$ cat src/design/hmad_ram.sv
// ----------------------------------------------------------------------------
// hmad_ram
// Generic simple dual-port RAM, one write port, one registered read port.
// ----------------------------------------------------------------------------
module hmad_ram #(
  parameter int WIDTH = 32,
  parameter int DEPTH = 64
) (
  input  logic                     clk,
  input  logic                     we,
  input  logic [$clog2(DEPTH)-1:0] waddr,
  input  logic [WIDTH-1:0]         wdata,
  input  logic [$clog2(DEPTH)-1:0] raddr,
  output logic [WIDTH-1:0]         rdata
);

  logic [WIDTH-1:0] mem [DEPTH];

  always_ff @(posedge clk) begin
    if (we) begin
      mem[waddr] <= wdata;
    end
    rdata <= mem[raddr];
  end

endmodule
$ cat config.mk
export PLATFORM = sky130hd
export DESIGN_NAME = hmad_ram
export DESIGN_NICKNAME = d
export VERILOG_FILES = /design/src/design/hmad_ram.sv
export SDC_FILE = /design/constraint.sdc
export NUM_CORES = 2
export LEC_CHECK = 0
export BUFFER_PORTS_ARGS = -buffer_cell sky130_fd_sc_hd__buf_2
export CAP_MARGIN = 20
export CORE_UTILIZATION = 50
export CTS_CLUSTER_DIAMETER = 100
export CTS_CLUSTER_SIZE = 12
export DETAILED_ROUTE_END_ITERATION = 7
export GPL_TIMING_DRIVEN = 0
export HOLD_SLACK_MARGIN = 0.06
export PLACE_DENSITY = 0.65
export SYNTH_ARGS = -nofsm -noshare
export SYNTH_HDL_FRONTEND = slang
export SYNTH_SLANG_ARGS = --single-unit
$ cat constraint.sdc
create_clock -name clk -period 11.1 [get_ports clk]
set_input_delay 2.22 -clock clk [delete_from_list [all_inputs] [get_ports clk]]
set_output_delay 2.22 -clock clk [all_outputs]
set_load 0.005 [all_outputs]
Word-level counts from Yosys, hierarchy flattened
Memory sizes are Yosys's and may differ from the RTL's. A register that Yosys moved wholly into a read port is not among the register bits.
Index checks and enable logic that the tools add are counted.
{"block": "word_totals", "reg_bits": 0, "elab_cells": 3, "mem_count": 1, "mem_bits_rw": 2048}
{"name": "mem", "words": 64, "width": 32, "read_ports": 1, "rd_ports_with_merged_regs": 1, "write_ports": 1, "line": "17", "text": "logic [WIDTH-1:0] mem [DEPTH];"}
{"block": "op_classes", "muxes": 2}
{"operator": "two-way mux 1 bit", "count": 2}

Longest topological paths before layout
{"block": "logic_depth", "depth_word": 2, "depth_mapped": 10, "mapped_depth_nobuf": 5}

Worst setup path before layout
OpenSTA, ideal clock, no wires.
{"block": "synth_path", "path_type": "input -> register", "start": "in waddr[3]", "end": "mem mem[48][0], enable pin", "required_ns": 10.639, "t_arrival_ns": 4.919, "cell_stages": 4, "setup_ns": 0.461, "slack_ns": 5.720, "path_cell_list": "clkbuf_1 > nor2b_1 > nand4b_1 > nor3_1"}
{"item": "start, declared", "line": "11", "text": "input logic [$clog2(DEPTH)-1:0] waddr,"}
{"item": "end, declared", "line": "17"}
Straight into the memory's write port.

==> impl_metrics.yaml <==
run_status:
  status: "finished, final reports clean"
setup_path:
  worstPathMaxFanout: 10
  path_class: "in2reg"
  worstPathRequired_ns: 11.76
  critPathArrivalTime_ns: 6.67
  worstSetupEndpointType: "register"
  crit_top_cell: "buf_2"
  cp-start-kind: "input port"
  path_delay_family: "buffers and inverters"
  cp.buffers_inverters: 4
  worstPathCellList: "buf_2, buf_2, buf_2, buf_1, nand3b_1, o221ai_1, a21oi_1, a21oi_1, nor2_1"
  cp_slowest_cell: "buf_1"
  slowest_delay_ns: 0.85
clock_tree:
  numCtsBuffers: 192
  path_clk_slew_ns: 0.06
  cts_root_buffer: "clkbuf_16"
  postCtsHoldBufs: 0
  cts_resized: 0
  clk_latency_ns: 0.83
  cts.sinks: 2080
  cts_tree: "yes"
  htreeDepth: 4
  clock_path_buffers: 3
  post_cts_buffers: 0
logic_synthesis:
  seq_area_frac_synth_pct: 79.1
  yosysTopAreaCell: "edfxtp_1"
  syn-num-nets: 3370
  synth_top_area_share_pct: 78.3
  syn_area_per_cell_um2: 23.6
  ys_warn_count: 0
  synth_cell_types: 34
  synthCells: 3324
  netlist_area_um2: 78500
  synthTopCellsByArea: "edfxtp_1 78%, mux4_2 16%, mux2i_1 1.2%"
  yosys_register_bits: 2080
timing:
  rsz0062_at_grt: "false"
  worst_pin_slew_ns: 1.13
  hold_violations: 0
  skew_ns: 0.0358
  tns_ns: 0
  relSlewSlack_pct: 24.8
  fmax_mhz: 166
  period_share_pct: 54.1
  setup_violations: 0
  whs_ns: 0.928
  drv_slew: 0
  final.min_clock_period_ns: 6.01
final_layout:
  multiInputGateArea_um2: 16000
  drive_gt1_share_pct: 29.5
  syn2layout_area_growth_pct: 15.1
  utilization_pct: 57.9
  nets: 3785
  nFillCells: 11100
  seq_area_um2: 62100
  final_cell_area_um2: 90400
detailed_routing:
  finalWirelength_mm: 237
  wl_met1_mm: 86.9
  ant_nets: 0
  dr_wl_met3_mm: 32.4
  vias_per_cell: 6.72
  dr.pass1.iters: 5
  drt_iter0_markers: 7140
  drc: 0
  top_layer: "met5"
  vias: 39600
  avgRoutedWirePerCell_um: 40.2
  wl_met2_mm: 107
floorplan:
  core_um2: 156000
  die_y_um: 398
  fp.dieW_um: 398
  start_util_pct: 50.3
  die_area_um2: 159000
  fp-row-count: 145
  num_io_pins: 78
place:
  io_buffers: 69
  dpl_cell_area_um2: 84700
  gp_congestion: 0.870
  hpwlAfterDp_mm: 158
global_routing:
  overflow: 0
  antenna_found_initial: 22
  grt_max_degree: 65
  grt_pass1_wl_mm: 319
  grt_usage_pct: 30.3
  grt_pass1_vias: 38300
power:
  ir_worst_vdd_mv: 0.161
  p_total_uw: 15700
  power.density_nw_per_um2: 173
  cellLeakagePower_uw: 0.0281
hold_path:
  hp-class: "reg2reg"
run:
  drv_cap: 0
flip-flops by register name, summed over array words and instances (netlist names):
signal / count
mem: 2048
rdata: 32
layer usage:
layer  GRT usage [%]  vias up
met1            43.1    21100
li1                -    15000
met5               0        -
met3            8.38      429
met4            11.2       14
met2            45.0     2924
tightest hold or removal path: cells and delay by family, from the launching register on:
kind	cells	cell delay, ns
AO/OA/AOI/OAI	1	0.09
flip-flops	1	0.32
multiplexers	1	0.06
AND/OR/NAND/NOR	2	0.38
worst paths after layout:
| check | end | startpoint | slack, ns | cells past startpoint |
|---|---|---|---|---|
| worst max-delay path | rdata[19]$_DFF_P_ | raddr[1] | 5.09 | 9 |
| worst min-delay path | rdata[20]$_DFF_P_ | mem[28][20]$_DFFE_PP_ | 0.93 | 4 |
| worst max register to register | rdata[18]$_DFF_P_ | mem[19][18]$_DFFE_PP_ | 8.25 | 4 |
| worst min register to register | rdata[20]$_DFF_P_ | mem[28][20]$_DFFE_PP_ | 0.93 | 4 |
cells by family (layout without fill, tap and decap cells):
family / after synthesis / after routing / share of synthesized area (%)
flops: 2080 / 2080 / 79.1
mux: 637 / 637 / 16.8
simple gates: 223 / 223 / 1.27
compound gates: 202 / 202 / 1.67
buf+inv: 182 / 684 / 1.13
other cells: 0 / 3 / 0
cell usage after synthesis, drive strengths merged:
master	count
a21oi	62
a22oi	12
a311oi	8
a31oi	1
a41o	4
and2	2
and3	4
buf	108
clkbuf	74
dfxtp	32
edfxtp	2048
mux2i	93
mux4	544
nand2	26
nand2b	8
nand3	5
nand3b	5
nand4	2
nand4b	1
nor2	137
nor2b	15
nor3	7
o221ai	27
o22ai	84
o32ai	4
or2	3
or3	3
or3b	5
power breakdown:
part / leakage (µW) / switching (µW) / total (µW) / internal, µW
registers: 0.0187 / 15.3 / 8710 / 8690
logic: 0.00676 / 611 / 937 / 326
clock network: 0.00260 / 2810 / 6020 / 3210
total: 0.0281 / 3440 / 15700 / 12200
placed cells by master, fill, tap and decap left out, types with 8 or more instances in the layout:
cell type	Yosys	final
nor2b_1	15	15
nand2_1	26	26
buf_16	0	25
mux2i_1	93	93
o221ai_1	27	27
buf_12	0	104
buf_8	0	14
a22oi_1	12	12
nor2_4	0	62
buf_2	57	126
clkbuf_1	74	144
dfxtp_1	32	32
nand2b_1	8	8
a311oi_1	8	8
a21oi_1	62	62
buf_1	21	21
nor2_1	137	75
mux4_2	544	544
buf_4	25	27
clkbuf_16	0	195
o22ai_1	84	84
buf_6	5	12
edfxtp_1	2048	2048
layout make-up:
class	count	share of cell area (%)
Antenna cell	3	0.00830
Buffer	182	0.980
Clock buffer	265	5.69
Clock inverter	16	0.299
Multi-Input combinational cell	1062	17.7
Sequential cell	2080	68.7
Tap cell	2058	2.85
Timing Repair Buffer	221	3.78
metrics by stage:
step | cells | worst slack [ns]
after floorplan | 3324 | 5.72
after global placement | 5451 | 1.55
after detailed placement | 5588 | 4.46
after CTS | 5869 | 5.31
after global routing | 5884 | 5.19
final | 5887 | 5.09
(Power assumes the default switching activity.)
